--- config.mk ---
export PLATFORM = sky130hd
export DESIGN_NAME = terminal_output_triple_deframer
export DESIGN_NICKNAME = d
export VERILOG_FILES = /design/src/hdl/tod_pkg.sv /design/src/hdl/tod_fbuf.sv /design/src/hdl/terminal_output_triple_deframer.sv
export VERILOG_INCLUDE_DIRS = /design/src /design/src/hdl
export SDC_FILE = /design/constraint.sdc
export NUM_CORES = 1
export LEC_CHECK = 0
export ABC_AREA = 1
export BUFFER_PORTS_ARGS = -buffer_cell sky130_fd_sc_hd__buf_2
export CAP_MARGIN = 10
export CELL_PAD_IN_SITES_DETAIL_PLACEMENT = 0
export CELL_PAD_IN_SITES_GLOBAL_PLACEMENT = 1
export CORE_AREA = 2 2 225 449
export DETAILED_ROUTE_END_ITERATION = 10
export DIE_AREA = 0 0 227 451
export PLACE_DENSITY_LB_ADDON = 0.25
export SYNTH_ARGS = -nofsm -noshare
export SYNTH_HDL_FRONTEND = slang
export SYNTH_SLANG_ARGS = --single-unit
--- constraint.sdc ---
create_clock -name clk -period 8.45 [get_ports clk]
set_input_delay 1.69 -clock clk [delete_from_list [all_inputs] [get_ports clk]]
set_output_delay 1.69 -clock clk [all_outputs]
set_load 0.01 [all_outputs]
--- src/hdl/terminal_output_triple_deframer_macros.svh ---
// Assertion macros shared by the deframer sources.
`ifndef TERMINAL_OUTPUT_TRIPLE_DEFRAMER_MACROS_SVH
`define TERMINAL_OUTPUT_TRIPLE_DEFRAMER_MACROS_SVH

// Checks a consequence in the same cycle as its antecedent.
`define TOD_ASSERT_SAME(label, ante, cons, msg) \
  label: assert property (@(posedge clk) disable iff (!rst_n) (ante) |-> (cons)) \
    else $error(msg);

// Checks a consequence in the cycle after its antecedent.
`define TOD_ASSERT_NEXT(label, ante, cons, msg) \
  label: assert property (@(posedge clk) disable iff (!rst_n) (ante) |=> (cons)) \
    else $error(msg);

`endif

--- src/hdl/tod_pkg.sv ---
// Types, codes and result formatting shared by the deframer modules.
package tod_pkg;

  // Channel commands.
  localparam logic [1:0] CMD_DATA      = 2'd0;
  localparam logic [1:0] CMD_SELECT    = 2'd1;
  localparam logic [1:0] CMD_DESEL_OUT = 2'd2;
  localparam logic [1:0] CMD_DESEL_IN  = 2'd3;

  // Result kinds.
  localparam logic [2:0] KIND_ACCEPTED = 3'd0;
  localparam logic [2:0] KIND_HELD     = 3'd1;
  localparam logic [2:0] KIND_SYNC_ERR = 3'd2;
  localparam logic [2:0] KIND_IGNORED  = 3'd3;
  localparam logic [2:0] KIND_STATION  = 3'd4;

  // Configuration register indexes.
  localparam logic [1:0] CFG_REAL_TIMING  = 2'd0;
  localparam logic [1:0] CFG_FRAME_PERIOD = 2'd1;

  localparam int CFG_IDX_W  = 2;
  localparam int CFG_DATA_W = 20;

  // Display word codes that change the logged-in flag.
  localparam logic [18:0] WORD_LOGOUT    = 19'd3;
  localparam logic [18:0] WORD_ECHO_TYPE = 19'o0300160;

  // Reset value of the frame period in microseconds.
  localparam logic [19:0] FRAME_PERIOD_RST = 20'd16667;

  // Widest station index carried between modules (up to 64 stations).
  localparam int IDX_MAX_W = 6;

  typedef struct packed {
    logic [1:0]  cmd;
    logic [11:0] data;
    logic [31:0] now_us;
  } tod_in_t;

  typedef struct packed {
    logic [2:0]  kind;
    logic [9:0]  station;
    logic [18:0] word;
    logic [6:0]  line_byte0;
    logic [7:0]  line_byte1;
    logic [7:0]  line_byte2;
    logic        logged_in;
    logic        last;
  } tod_out_t;

  // Requests from the sequencer to the frame buffer.
  typedef struct packed {
    logic                 wr_en;
    logic [IDX_MAX_W-1:0] wr_idx;
    logic [18:0]          wr_word;
    logic                 li_wr_en;
    logic                 li_val;
    logic                 li_clear_all;
    logic [IDX_MAX_W-1:0] scan_idx;
    logic                 take;
  } fb_req_t;

  // Status from the frame buffer back to the sequencer.
  typedef struct packed {
    logic        any_pend;
    logic        other_pend;
    logic        hit;
    logic        final_one;
    logic        li_wr;
    logic        li_scan;
    logic [18:0] rd_word;
  } fb_sts_t;

  // Builds one result item; line bytes are filled only for station words.
  function automatic tod_out_t make_result(input logic [2:0] kind,
                                           input logic [9:0] stn,
                                           input logic [18:0] w,
                                           input logic bytes,
                                           input logic li,
                                           input logic last);
    tod_out_t r;
    r.kind       = kind;
    r.station    = stn;
    r.word       = w;
    r.line_byte0 = bytes ? w[18:12] : 7'd0;
    r.line_byte1 = bytes ? {2'b10, w[11:6]} : 8'd0;
    r.line_byte2 = bytes ? {2'b11, w[5:0]} : 8'd0;
    r.logged_in  = li;
    r.last       = last;
    return r;
  endfunction

endpackage

--- src/hdl/tod_fbuf.sv ---
// Per-station frame buffer: pending-word memory, pending bits and login flags.
module tod_fbuf #(
  parameter int STATIONS = 32
) (
  input  logic             clk,
  input  logic             rst_n,
  input  tod_pkg::fb_req_t req,
  output tod_pkg::fb_sts_t sts
);
  import tod_pkg::*;

  localparam int IDX_W = (STATIONS > 1) ? $clog2(STATIONS) : 1;

  logic [18:0]         mem [STATIONS];
  logic [18:0]         rd_word_r;
  logic [STATIONS-1:0] pend_r;
  logic [STATIONS-1:0] pend_nxt;
  logic [STATIONS-1:0] login_r;
  logic [STATIONS-1:0] login_nxt;
  logic [STATIONS-1:0] scan_oh;
  logic [STATIONS-1:0] wr_oh;
  logic [IDX_W-1:0]    wa;
  logic [IDX_W-1:0]    sa;

  assign wa = req.wr_idx[IDX_W-1:0];
  assign sa = req.scan_idx[IDX_W-1:0];

  // One-hot decodes of the write and scan addresses.
  always_comb begin
    for (int i = 0; i < STATIONS; i++) begin
      scan_oh[i] = (sa == IDX_W'(i));
      wr_oh[i]   = (wa == IDX_W'(i));
    end
  end

  // Pending bits mark entries holding a nonzero word; login flags per station.
  always_comb begin
    pend_nxt  = pend_r;
    login_nxt = login_r;
    for (int i = 0; i < STATIONS; i++) begin
      if (req.wr_en && wr_oh[i]) begin
        pend_nxt[i] = (req.wr_word != 19'd0);
      end
      if (req.take && scan_oh[i]) begin
        pend_nxt[i] = 1'b0;
      end
      if (req.li_clear_all) begin
        login_nxt[i] = 1'b0;
      end else if (req.li_wr_en && wr_oh[i]) begin
        login_nxt[i] = req.li_val;
      end
    end
  end

  always_ff @(posedge clk) begin
    if (!rst_n) begin
      pend_r  <= '0;
      login_r <= '0;
    end else begin
      pend_r  <= pend_nxt;
      login_r <= login_nxt;
    end
  end

  // Pending-word memory: one write port, one registered read port.
  always_ff @(posedge clk) begin
    if (req.wr_en) begin
      mem[wa] <= req.wr_word;
    end
    if (req.take) begin
      rd_word_r <= mem[sa];
    end
  end

  // Status toward the sequencer.
  always_comb begin
    sts.any_pend   = |pend_r;
    sts.other_pend = |(pend_r & ~wr_oh);
    sts.hit        = |(pend_r & scan_oh);
    sts.final_one  = ((pend_r & ~scan_oh) == '0);
    sts.li_wr      = |(login_r & wr_oh);
    sts.li_scan    = |(login_r & scan_oh);
    sts.rd_word    = rd_word_r;
  end

endmodule

--- src/hdl/terminal_output_triple_deframer.sv ---
// Top level of the terminal output triple deframer: sequencer and result register.
//
// Each accepted transfer is executed in the EXEC state by a small sequencer; its
// result is held in a result register and moved to the output register in the PUT
// state once the output slot is free, and the block is ready again unless a flush follows.
// A triple that ends a frame then walks the pending-word memory with one scan counter,
// skipping empty entries one per cycle, and reads and sends each pending entry through
// the single memory read port, waiting while the output side stalls. Pending bits and
// login flags clear at reset, and a stored word is read only while its pending bit is
// set, so no clearing pass is needed. The block takes a new input transfer while a
// finished result still waits at the output.
`include "terminal_output_triple_deframer_macros.svh"

module terminal_output_triple_deframer #(
  parameter int STATIONS = 32
) (
  input  logic                               clk,
  input  logic                               rst_n,
  input  logic                               in_valid,
  output logic                               in_ready,
  input  tod_pkg::tod_in_t                   in_data,
  output logic                               out_valid,
  input  logic                               out_ready,
  output tod_pkg::tod_out_t                  out_data,
  input  logic                               cfg_we,
  input  logic [tod_pkg::CFG_IDX_W-1:0]      cfg_idx,
  input  logic [tod_pkg::CFG_DATA_W-1:0]     cfg_wdata
);
  import tod_pkg::*;

  localparam int IDX_W = (STATIONS > 1) ? $clog2(STATIONS) : 1;

  typedef enum logic [2:0] {
    ST_IDLE,
    ST_EXEC,
    ST_PUT,
    ST_SCAN,
    ST_EMIT
  } state_t;

  state_t      state_r, state_nxt;
  tod_in_t     in_r, in_nxt;
  tod_out_t    res_r, res_nxt;
  tod_out_t    out_r, out_nxt;
  logic        out_valid_r, out_valid_nxt;
  logic        flush_r, flush_nxt;
  logic        rt_r, rt_nxt;
  logic [19:0] period_r, period_nxt;
  logic        sel_r, sel_nxt;
  logic [1:0]  phase_r, phase_nxt;
  logic [18:0] aw_r, aw_nxt;
  logic        fs_r, fs_nxt;
  logic [31:0] lft_r, lft_nxt;
  logic [IDX_W-1:0] scan_r, scan_nxt;
  logic [9:0]  emit_stn_r, emit_stn_nxt;
  logic        emit_li_r, emit_li_nxt;
  logic        emit_last_r, emit_last_nxt;

  fb_req_t     fb_req;
  fb_sts_t     fb_sts;

  logic [11:0] d;
  logic [9:0]  stn;
  logic [9:0]  stn_m1;
  logic        in_range;
  logic [31:0] elapsed;
  logic        held;
  logic        fs_after;
  logic        li_new;
  logic        slot_free;

  assign in_ready  = (state_r == ST_IDLE);
  assign out_valid = out_valid_r;
  assign out_data  = out_r;
  assign slot_free = !out_valid_r || out_ready;

  // Field decode of the captured word and the pacing compare.
  assign d        = in_r.data;
  assign stn      = d[9:0];
  assign stn_m1   = stn - 10'd1;
  assign in_range = (stn != 10'd0) && (stn <= 10'(STATIONS));
  assign elapsed  = in_r.now_us - lft_r;
  assign held     = rt_r && fs_r && (elapsed < {12'd0, period_r});

  tod_fbuf #(
    .STATIONS(STATIONS)
  ) u_fbuf (
    .clk  (clk),
    .rst_n(rst_n),
    .req  (fb_req),
    .sts  (fb_sts)
  );

  // Sequencer: execute one command, deliver its result, then scan on frame end.
  always_comb begin
    state_nxt     = state_r;
    in_nxt        = in_r;
    res_nxt       = res_r;
    out_nxt       = out_r;
    out_valid_nxt = out_valid_r;
    flush_nxt     = flush_r;
    rt_nxt        = rt_r;
    period_nxt    = period_r;
    sel_nxt       = sel_r;
    phase_nxt     = phase_r;
    aw_nxt        = aw_r;
    fs_nxt        = fs_r;
    lft_nxt       = lft_r;
    scan_nxt      = scan_r;
    emit_stn_nxt  = emit_stn_r;
    emit_li_nxt   = emit_li_r;
    emit_last_nxt = emit_last_r;
    fs_after      = fs_r | d[10];
    li_new        = 1'b0;

    fb_req          = '0;
    fb_req.wr_idx   = stn_m1[IDX_MAX_W-1:0];
    fb_req.wr_word  = aw_r;
    fb_req.scan_idx = IDX_MAX_W'(scan_r);

    // The output register drains whenever its transfer completes.
    if (out_valid_r && out_ready) begin
      out_valid_nxt = 1'b0;
    end

    // Configuration writes.
    if (cfg_we) begin
      case (cfg_idx)
        CFG_REAL_TIMING:  rt_nxt = cfg_wdata[0];
        CFG_FRAME_PERIOD: period_nxt = cfg_wdata;
        default: ;
      endcase
    end

    unique case (state_r)
      ST_IDLE: begin
        if (in_valid) begin
          in_nxt    = in_data;
          state_nxt = ST_EXEC;
        end
      end

      ST_EXEC: begin
        res_nxt   = make_result(KIND_ACCEPTED, 10'd0, 19'd0, 1'b0, 1'b0, 1'b1);
        flush_nxt = 1'b0;
        state_nxt = ST_PUT;
        case (in_r.cmd)
          CMD_SELECT: begin
            sel_nxt   = 1'b1;
            phase_nxt = 2'd0;
          end
          CMD_DESEL_OUT: begin
            sel_nxt = 1'b0;
          end
          CMD_DESEL_IN: begin
            fb_req.li_clear_all = 1'b1;
          end
          default: begin
            if (!sel_r) begin
              res_nxt.kind = KIND_IGNORED;
            end else if (phase_r == 2'd0) begin
              // First position: pacing check, then sync check.
              if (held) begin
                res_nxt.kind = KIND_HELD;
              end else begin
                if (rt_r && fs_r) begin
                  lft_nxt = in_r.now_us;
                end
                fs_nxt = 1'b0;
                if (d[11:10] != 2'b10) begin
                  res_nxt.kind = KIND_SYNC_ERR;
                end else begin
                  aw_nxt    = {d[9:0], 9'd0};
                  phase_nxt = 2'd1;
                end
              end
            end else if (phase_r == 2'd1) begin
              // Second position: low half of the display word.
              if ((d[11:10] != 2'b00) || d[0]) begin
                res_nxt.kind = KIND_SYNC_ERR;
              end else begin
                aw_nxt    = aw_r | {8'd0, d[11:1]};
                phase_nxt = 2'd2;
              end
            end else begin
              // Third position: station address and frame-end mark.
              if (d[11]) begin
                res_nxt.kind = KIND_SYNC_ERR;
              end else begin
                fs_nxt    = fs_after;
                phase_nxt = 2'd0;
                if (in_range) begin
                  fb_req.wr_en    = 1'b1;
                  fb_req.li_wr_en = (aw_r == WORD_LOGOUT) || (aw_r == WORD_ECHO_TYPE);
                  fb_req.li_val   = (aw_r == WORD_ECHO_TYPE);
                  li_new          = fb_req.li_wr_en ? fb_req.li_val : fb_sts.li_wr;
                end
                // A stored zero word clears that station, so only the others count.
                flush_nxt = fs_after &&
                            (in_range ? (fb_sts.other_pend || (aw_r != 19'd0))
                                      : fb_sts.any_pend);
                res_nxt   = make_result(KIND_ACCEPTED, 10'd0, aw_r, 1'b0, li_new,
                                        !flush_nxt);
              end
            end
          end
        endcase
      end

      ST_PUT: begin
        if (slot_free) begin
          out_nxt       = res_r;
          out_valid_nxt = 1'b1;
          scan_nxt      = '0;
          state_nxt     = flush_r ? ST_SCAN : ST_IDLE;
        end
      end

      ST_SCAN: begin
        // Skip empty entries; take a pending one out of the memory.
        if (fb_sts.hit) begin
          fb_req.take   = 1'b1;
          emit_stn_nxt  = 10'(scan_r) + 10'd1;
          emit_li_nxt   = fb_sts.li_scan;
          emit_last_nxt = fb_sts.final_one;
          state_nxt     = ST_EMIT;
        end else begin
          scan_nxt = scan_r + IDX_W'(1);
        end
      end

      ST_EMIT: begin
        if (slot_free) begin
          out_nxt       = make_result(KIND_STATION, emit_stn_r, fb_sts.rd_word, 1'b1,
                                      emit_li_r, emit_last_r);
          out_valid_nxt = 1'b1;
          if (emit_last_r) begin
            state_nxt = ST_IDLE;
          end else begin
            scan_nxt  = scan_r + IDX_W'(1);
            state_nxt = ST_SCAN;
          end
        end
      end

      default: state_nxt = ST_IDLE;
    endcase
  end

  // State, configuration and registered outputs.
  always_ff @(posedge clk) begin
    if (!rst_n) begin
      state_r     <= ST_IDLE;
      out_valid_r <= 1'b0;
      flush_r     <= 1'b0;
      rt_r        <= 1'b0;
      period_r    <= FRAME_PERIOD_RST;
      sel_r       <= 1'b0;
      phase_r     <= 2'd0;
      aw_r        <= 19'd0;
      fs_r        <= 1'b0;
      lft_r       <= 32'd0;
      scan_r      <= '0;
    end else begin
      state_r     <= state_nxt;
      out_valid_r <= out_valid_nxt;
      flush_r     <= flush_nxt;
      rt_r        <= rt_nxt;
      period_r    <= period_nxt;
      sel_r       <= sel_nxt;
      phase_r     <= phase_nxt;
      aw_r        <= aw_nxt;
      fs_r        <= fs_nxt;
      lft_r       <= lft_nxt;
      scan_r      <= scan_nxt;
    end
  end

  // Payload registers.
  always_ff @(posedge clk) begin
    in_r        <= in_nxt;
    res_r       <= res_nxt;
    out_r       <= out_nxt;
    emit_stn_r  <= emit_stn_nxt;
    emit_li_r   <= emit_li_nxt;
    emit_last_r <= emit_last_nxt;
  end

  // A frame scan only runs while some station word is still pending.
  `TOD_ASSERT_SAME(a_scan_has_work, (state_r == ST_SCAN), fb_sts.any_pend, "scan with empty buffer")
  // A non-final result keeps the block busy until the frame is drained.
  `TOD_ASSERT_SAME(a_busy_until_last, (out_valid_r && !out_r.last), (state_r == ST_SCAN || state_r == ST_EMIT), "idle before last result")
  // Station words name a real station and carry a nonzero word.
  `TOD_ASSERT_SAME(a_station_word_ok, (out_valid_r && out_r.kind == KIND_STATION), (out_r.station != 10'd0 && out_r.word != 19'd0), "bad station word")
  // An accepted input is executed in the following cycle.
  `TOD_ASSERT_NEXT(a_accept_exec, (in_valid && in_ready), (state_r == ST_EXEC), "accepted input not executed")

endmodule

==> run_results.csv, run 1 <==
group,metric,value,unit
hold_path,whs_path_depth,2,
timing,fin_skew,29.1,ps
hold_path,hold_class,"register to register",
logic_synthesis,synth_commonest_cells,"753 x edfxtp_1, 513 x nor2_1, 505 x nand2_1",
global_route,grt_max_degree,113,
critical_path,r2r_end,"emit_stn_r[2]",
logic_synthesis,syn_area_per_cell,10.7,um^2
cts,cts_tree,"done",
critical_path,r2r-start,"scan_r[0]",
timing,min_period,4660,ps
pwr,p_sw,2.27,mW
cts,cts.path.max_buffers,3,
placed_design,post_dp_cell_area,41500,um^2
global_route,antenna_found_initial,6,
critical_path,crit_path_end_kind,"register",
placed_design,dp_hpwl,75.1,mm
placed_design,port_buffers,126,
routing,drt_iter0_markers,2670,
timing,timing.fmax,215,MHz
hold_path,min_to,"period_r[0]",
cts,cts_root_buffer,"clkbuf_16",
logic_synthesis,seq_area_frac_synth,0.650,
cts,ctsResizeCount,0,
logic_synthesis,ys_ff_latch,903,
pwr,finalPower,9.64,mW
final_layout,syn2layout_area_growth,12.7,%
die,die_w,227,um
routing,avgViaCountPerCell,5.42,
timing,hold_violations,0,
critical_path,rr_worst_depth,14,
logic_synthesis,synth_edf_count,753,
logic_synthesis,syn_inst,3695,
die,core_area,99300,um^2
cts,cts.sinks,903,
final_layout,fin_util,0.447,
global_route,grt_pass1_vias,26400,
cts,cts_htree_levels,3,
timing,tns,0,ps
critical_path,cp-start-kind,"register",
pwr,power.density,217,nW/um^2
run_status,outcome,"finished, final reports clean",
die,fp.dieH,451,um
final_layout,final_cell_area,44400,um^2
routing,drt_wl_total,120,mm
pwr,p_leak,14.4,nW
logic_synthesis,synth_area_leaders,"edfxtp_1 57%, dfxtp_1 7.6%, o21ai_0 5.7%",
routing,post-route-drc-count,0,
logic_synthesis,synth_top_area_share,0.574,
logic_synthesis,synthArstFlopShare,0,
cts,cts_buffers,84,
critical_path,r2r_slack,3790,ps
critical_path,required,8780,ps
timing,slew_viol_final,0,
routing,avgRoutedWirePerCell,23.2,um
logic_synthesis,synth_most_common_cell,"edfxtp_1",
timing,relSlewSlack,0.218,
routing,drt.antenna.violating_nets,0,
run,maxCapViolations,0,
pwr,p_seq_frac,0.514,
timing,worst_slew_pin_slew,1170,ps
cts,worstSkewPairLatency,690,ps
routing,num_vias,28200,
pwr,power_frac_clock,0.414,
global_route,grt_overflow,0,
cts,cts_setup_buffers,0,
pwr,internal_power,7.37,mW
pwr,ir_drop,0.172,mV
timing,fin_crit_sh,0.552,
logic_synthesis,yosysTopAreaCell,"edfxtp_1",
die,num_io_pins,132,
critical_path,path_class,"register to register",
critical_path,critical_path_arrival,4990,ps
final_layout,fin_nets,3930,
global_route,grt_pass1_wl,176,mm
final_layout,drive_gt1_frac,0.118,
timing,rsz0062_at_grt,"false",
placed_design,gp_congestion,1.01,
die,start_util,0.397,
die,fp-row-count,164,
cts,path_clk_slew,60,ps
global_route,groute.usage.overall,0.234,
logic_synthesis,synthFlopType,"edfxtp_1",
cts,cts_hold_buf,0,
pwr,combPwrFrac,0.071,
critical_path,cp_max_fo,78,
timing,setup_viol,0,
routing,dr.pass1.iters,6,
logic_synthesis,syn-cell-area,39400,um^2
die,dieArea,102000,um^2
hold_path,min_from,"period_r[0]",
logic_synthesis,yosys_warnings,0,
logic_synthesis,yosysUniqueCellTypes,61,
pwr,p_sw_frac,0.235,
cell usage in the layout, fill, tap and decap left out, types with 18 or more instances in the layout:
| cell | instances |
|---|---|
| edfxtp_1 | 753 |
| nand2_1 | 505 |
| nor2_1 | 499 |
| o21ai_0 | 452 |
| inv_1 | 338 |
| o22ai_1 | 178 |
| dfxtp_1 | 147 |
| buf_2 | 126 |
| a21oi_1 | 116 |
| nand3_1 | 92 |
| clkbuf_16 | 86 |
| buf_4 | 75 |
| ha_1 | 60 |
| nand4_1 | 37 |
| nor2_2 | 36 |
| a221oi_1 | 35 |
| nor3_1 | 33 |
| a211oi_2 | 30 |
| nor4_1 | 19 |
| a211oi_1 | 18 |
| xor2_1 | 18 |
power by group through the flow:
| stage | Sequential [mW] | Combinational [mW] | Clock, mW |
|---|---|---|---|
| 2_1_floorplan | 5.05 | 0.450 | 0 |
| 3_3_place_gp | 5.05 | 0.685 | 0 |
| 3_5_place_dp | 5.06 | 0.686 | 0 |
| 4_1_cts | 4.96 | 0.689 | 4.07 |
| 5_1_grt | 4.97 | 0.776 | 4.23 |
| 6_report | 4.96 | 0.689 | 4.00 |
metrics by stage:
step	hold WS, ps	setup WS (ps)	cells
after floorplan	429	3060	3699
after global placement	451	3880	5035
after detailed placement	455	3880	5035
after CTS	471	3860	5189
after global routing	484	3480	5192
final	475	3790	5193
worst max-delay path, stage by stage (launching register included):
cell and delay [ps]:
dfxtp_4 610, buf_4 700, ha_1 510, inv_1 160, nor2_1 180, ha_1 210
inv_1 80, o221ai_1 180, nor2_1 60, o2111ai_1 90, nor2_1 90, nand2_1 90
nand2_2 350, clkinv_1 470, buf_4 450
cells by family (layout without fill, tap and decap cells):
logic type,after synthesis,after routing,synth area share
AO/OA/AOI/OAI,900,900,0.135
XOR/XNOR,21,21,0.00467
adder cells (fa/ha/maj),61,61,0.0195
buffers and inverters,543,708,0.0554
flip-flops,903,903,0.650
other,1,6,0.0000951
AND/OR/NAND/NOR,1266,1266,0.135
layer usage:
metal / GRT usage / share of wire / up-vias
li1: - / - / 13200
met5: 0 / 0.00041 / -
met3: 0.0361 / 0.064 / 190
met2: 0.371 / 0.47 / 1007
met4: 0.0695 / 0.027 / 8
met1: 0.332 / 0.44 / 13800
area by class of cell:
cell class	count	area, um^2
multi-input cells	2253	11700
well taps	1328	1660
clock inverters	45	583
diodes	1	2.50
fillers	9384	54900
flip-flops and latches	903	25600
inverters	350	1320
clock buffers	109	2310
repair buffers	204	1240
state kept, by name, summed over array words and instances, names as in the netlist, 12 cells and up:
| register | cells |
|---|---|
| d | 12 |
| u_fbuf.login_r | 32 |
| u_fbuf.mem | 608 |
| period_r | 20 |
| res_r | 23 |
| u_fbuf.pend_r | 32 |
| u_fbuf.rd_word_r | 19 |
| aw_r | 19 |
| out_data | 49 |
| lft_r | 32 |
| in_r | 34 |
worst max path at each step:
stage / start / to / slack [ps] / cells past startpoint
after floorplan: in_valid / d[0] / 3060 / 2
after global placement: scan_r[0] / u_fbuf.rd_word_r[0] / 3880 / 14
after detailed placement: scan_r[0] / u_fbuf.rd_word_r[14] / 3880 / 14
after CTS: scan_r[0] / emit_stn_r[2] / 3860 / 14
after global routing: in_r[0] / lft_r[31] / 3480 / 23
final: scan_r[0] / emit_stn_r[2] / 3790 / 14
No activity file was read; power rests on OpenSTA's default activity.
==> run 2: changes to the inputs <==
--- a/config.mk
+++ b/config.mk
@@ -6,14 +6,14 @@
 export SDC_FILE = /design/constraint.sdc
 export NUM_CORES = 1
 export LEC_CHECK = 0
-export ABC_AREA = 1
+export ABC_AREA = 0
 export BUFFER_PORTS_ARGS = -buffer_cell sky130_fd_sc_hd__buf_2
 export CAP_MARGIN = 10
 export CELL_PAD_IN_SITES_DETAIL_PLACEMENT = 0
 export CELL_PAD_IN_SITES_GLOBAL_PLACEMENT = 1
-export CORE_AREA = 2 2 225 449
+export CORE_AREA = 2 2 223 445
 export DETAILED_ROUTE_END_ITERATION = 10
-export DIE_AREA = 0 0 227 451
+export DIE_AREA = 0 0 225 447
 export PLACE_DENSITY_LB_ADDON = 0.25
 export SYNTH_ARGS = -nofsm -noshare
 export SYNTH_HDL_FRONTEND = slang
==> constraint.sdc (replaced) <==
create_clock -name clk -period 4.3 [get_ports clk]
set_input_delay 0.86 -clock clk [delete_from_list [all_inputs] [get_ports clk]]
set_output_delay 0.86 -clock clk [all_outputs]
set_load 0.01 [all_outputs]
==> run 2 against run 1 <==
Sequential power up 91%. The run now ends with setup timing left. Final cell count down 21%. Clock power up 87%. Final area up 0.95%. Maximum frequency up 2.9%. Die area down 1.8%. Critical endpoint is now lft_r[13]. Synthesized cell count down 30%. Routed wire length down 3.9%. Via count down 16%. Core utilization up 1.5 points. Hold slack worse by 130 ps.
==> run_results.csv, run 2 <==
group,metric,value,unit
run_status,outcome,"finished, violations left",
run_status,failed_checks,"setup timing",
global_route,antenna_found_initial,0,
timing,setup_viol,56,
logic_synthesis,syn_area_per_cell,14.9,um^2
final_layout,fin_nets,2959,
logic_synthesis,synth_top_area_share,0.584,
timing,fin_crit_sh,1.05,
die,num_io_pins,132,
logic_synthesis,synth_edf_count,753,
die,start_util,0.399,
global_route,grt_pass1_wl,168,mm
final_layout,syn2layout_area_growth,15.9,%
logic_synthesis,synthAdderAreaFrac,0.0199,
placed_design,gp_congestion,0.948,
critical_path,startpoint,"in_r[0]",
final_layout,layout.cells.most_common_list,"753 x edfxtp_1, 247 x nand2_1, 193 x mux4_2",
cts,worstSkewPairLatency,700,ps
placed_design,dp.cells,3965,
global_route,grt_pass1_vias,25000,
final_layout,layout_commonest_cell,"edfxtp_1",
timing,timing.fmax,221,MHz
timing,relSlewSlack,0.238,
die,fp-row-count,162,
cts,cts_buffers,81,
critical_path,path_class,"register to register",
routing,avgRoutedWirePerCell,28.1,um
final_layout,stdcell_count,4124,
timing,fin_skew,42.0,ps
final_layout,largest_reg_flops,608,
logic_synthesis,synth_commonest_cells,"753 x edfxtp_1, 247 x nand2_1, 193 x mux4_2",
die,die_w,225,um
global_route,groute.usage.overall,0.233,
logic_synthesis,synth_most_common_cell,"edfxtp_1",
die,fp.dieH,447,um
logic_synthesis,synthArstFlopShare,0,
placed_design,dp_hpwl,80.1,mm
cts,cts_root_buffer,"clkbuf_16",
logic_synthesis,synth_xor_xnor_area_share,0.00543,
die,dieArea,101000,um^2
placed_design,dp_slack,-576,ps
critical_path,r2r-start,"in_r[0]",
critical_path,critical_path_arrival,5090,ps
logic_synthesis,syn-cell-area,38700,um^2
routing,avgViaCountPerCell,5.72,
routing,dr.pass1.iters,5,
critical_path,cp-start-kind,"register",
timing,timing.hold.ws,344,ps
logic_synthesis,yosysTopAreaCell,"edfxtp_1",
logic_synthesis,synth_top_family_by_area,"multiplexers",
hold_path,min_from,"in_data[0]",
cts,cts_htree_levels,3,
pwr,ir_drop,0.306,mV
logic_synthesis,muxShareOfSynthArea,0.133,
hold_path,hold_class,"input pin to register",
timing,hold_violations,0,
timing,rsz0062_at_grt,"true",
timing,setup_ws,-231,ps
timing,slew_viol_final,0,
routing,post-route-drc-count,0,
critical_path,cp_max_fo,19,
final_layout,regMostFlops,"u_fbuf.mem",
logic_synthesis,yosysUniqueCellTypes,82,
die,core_area,97100,um^2
cts,cts_hold_buf,0,
routing,drt_wl_total,116,mm
logic_synthesis,synth_area_leaders,"edfxtp_1 58%, mux4_2 11%, dfxtp_1 7.8%",
run,maxCapViolations,0,
logic_synthesis,yosys.area_share.simple,0.0767,
logic_synthesis,synth_compound_area_frac,0.0764,
pwr,p_leak,14.6,nW
pwr,power.density,394,nW/um^2
logic_synthesis,yosys_warnings,0,
cts,cts.path.max_buffers,3,
cts,cts_tree,"done",
final_layout,drive_gt1_frac,0.252,
cts,cts.sinks,903,
global_route,grt_max_degree,140,
pwr,finalPower,17.7,mW
critical_path,crit_path_end_kind,"register",
logic_synthesis,ys_ff_latch,903,
routing,drt.antenna.violating_nets,0,
timing,worst_slew_pin_slew,1140,ps
critical_path,required,4860,ps
logic_synthesis,seq_area_frac_synth,0.662,
logic_synthesis,syn_inst,2596,
routing,drt_iter0_markers,1551,
timing,min_period,4530,ps
placed_design,port_buffers,126,
cts,path_clk_slew,70,ps
timing,tns,-10470,ps
logic_synthesis,synthFlopType,"edfxtp_1",
routing,num_vias,23600,
global_route,grt_overflow,0,
## run 2: final cells by class
type,count,area [um^2]
Clock inverter,38,414
Multi-Input combinational cell,1439,12400
Tap cell,1230,1540
Sequential cell,903,25600
Antenna cell,2,5.00
Timing Repair Buffer,305,2290
Inverter,95,357
Fill cell,8432,52200
Clock buffer,112,2270
## run 2: cell families (layout without fill, tap and decap cells)
logic type	after synthesis	count (layout)
mux	270	270
other cells	1	7
buf+inv	258	550
xor+xnor	24	24
compound gates	446	446
simple gates	633	633
flops	903	903
fa+ha+maj	61	61
## run 2: critical path: stages, from the launching register on
cell and delay [ps]:
edfxtp_1 400, inv_2 90, ha_4 140, inv_2 40, fa_2 340, a21o_1 190
a221o_2 440, a311oi_2 400, o21ai_1 150, xor2_1 170, ha_1 320, nand4_1 120
nor3_1 200, o21ai_0 100, a21o_1 170, o211ai_1 170, a2111oi_4 50, buf_4 190
a41oi_4 220, buf_12 220, mux2i_1 220, nor2_1 60
## run 2: path summary, 6_finish.rpt
check | end | slack [ps] | cells after the start
min | in_r[0] | 340 | 1
max reg2reg | lft_r[13] | -230 | 21
min reg2reg | period_r[10] | 450 | 2
max | lft_r[13] | -230 | 21
## run 2: per-layer routing
layer	part of all wire	GRT usage
met5	0	0
met4	0.064	0.135
met3	0.039	0.0295
met2	0.57	0.457
met1	0.33	0.229
## run 2: power breakdown
| part | total, mW | switching [mW] | internal, mW | leakage [nW] |
|---|---|---|---|---|
| Clock | 7.47 | 3.37 | 4.11 | 1.31 |
| Sequential | 9.47 | 0.0425 | 9.43 | 8.21 |
| Combinational | 0.750 | 0.466 | 0.284 | 5.10 |
| Total | 17.7 | 3.87 | 13.8 | 14.6 |
## run 2: what timing repair did
item | in CTS | in global routing
setup endpoints to repair | 56 | 56
pin swaps | 7 | 8
resized for setup | 15 | 13
hold endpoints to repair | 0 | 0
gates cloned | 1 | 1
buffers inserted | 2 | 3
## run 2: through the flow
| stage | cell area (um^2) | utilization |
|---|---|---|
| after detailed placement | 42000 | 0.433 |
| after global routing | 44900 | 0.462 |
| after global placement | 42000 | 0.433 |
| after floorplan | 38800 | - |
| after CTS | 44800 | 0.461 |
| final | 44900 | 0.462 |
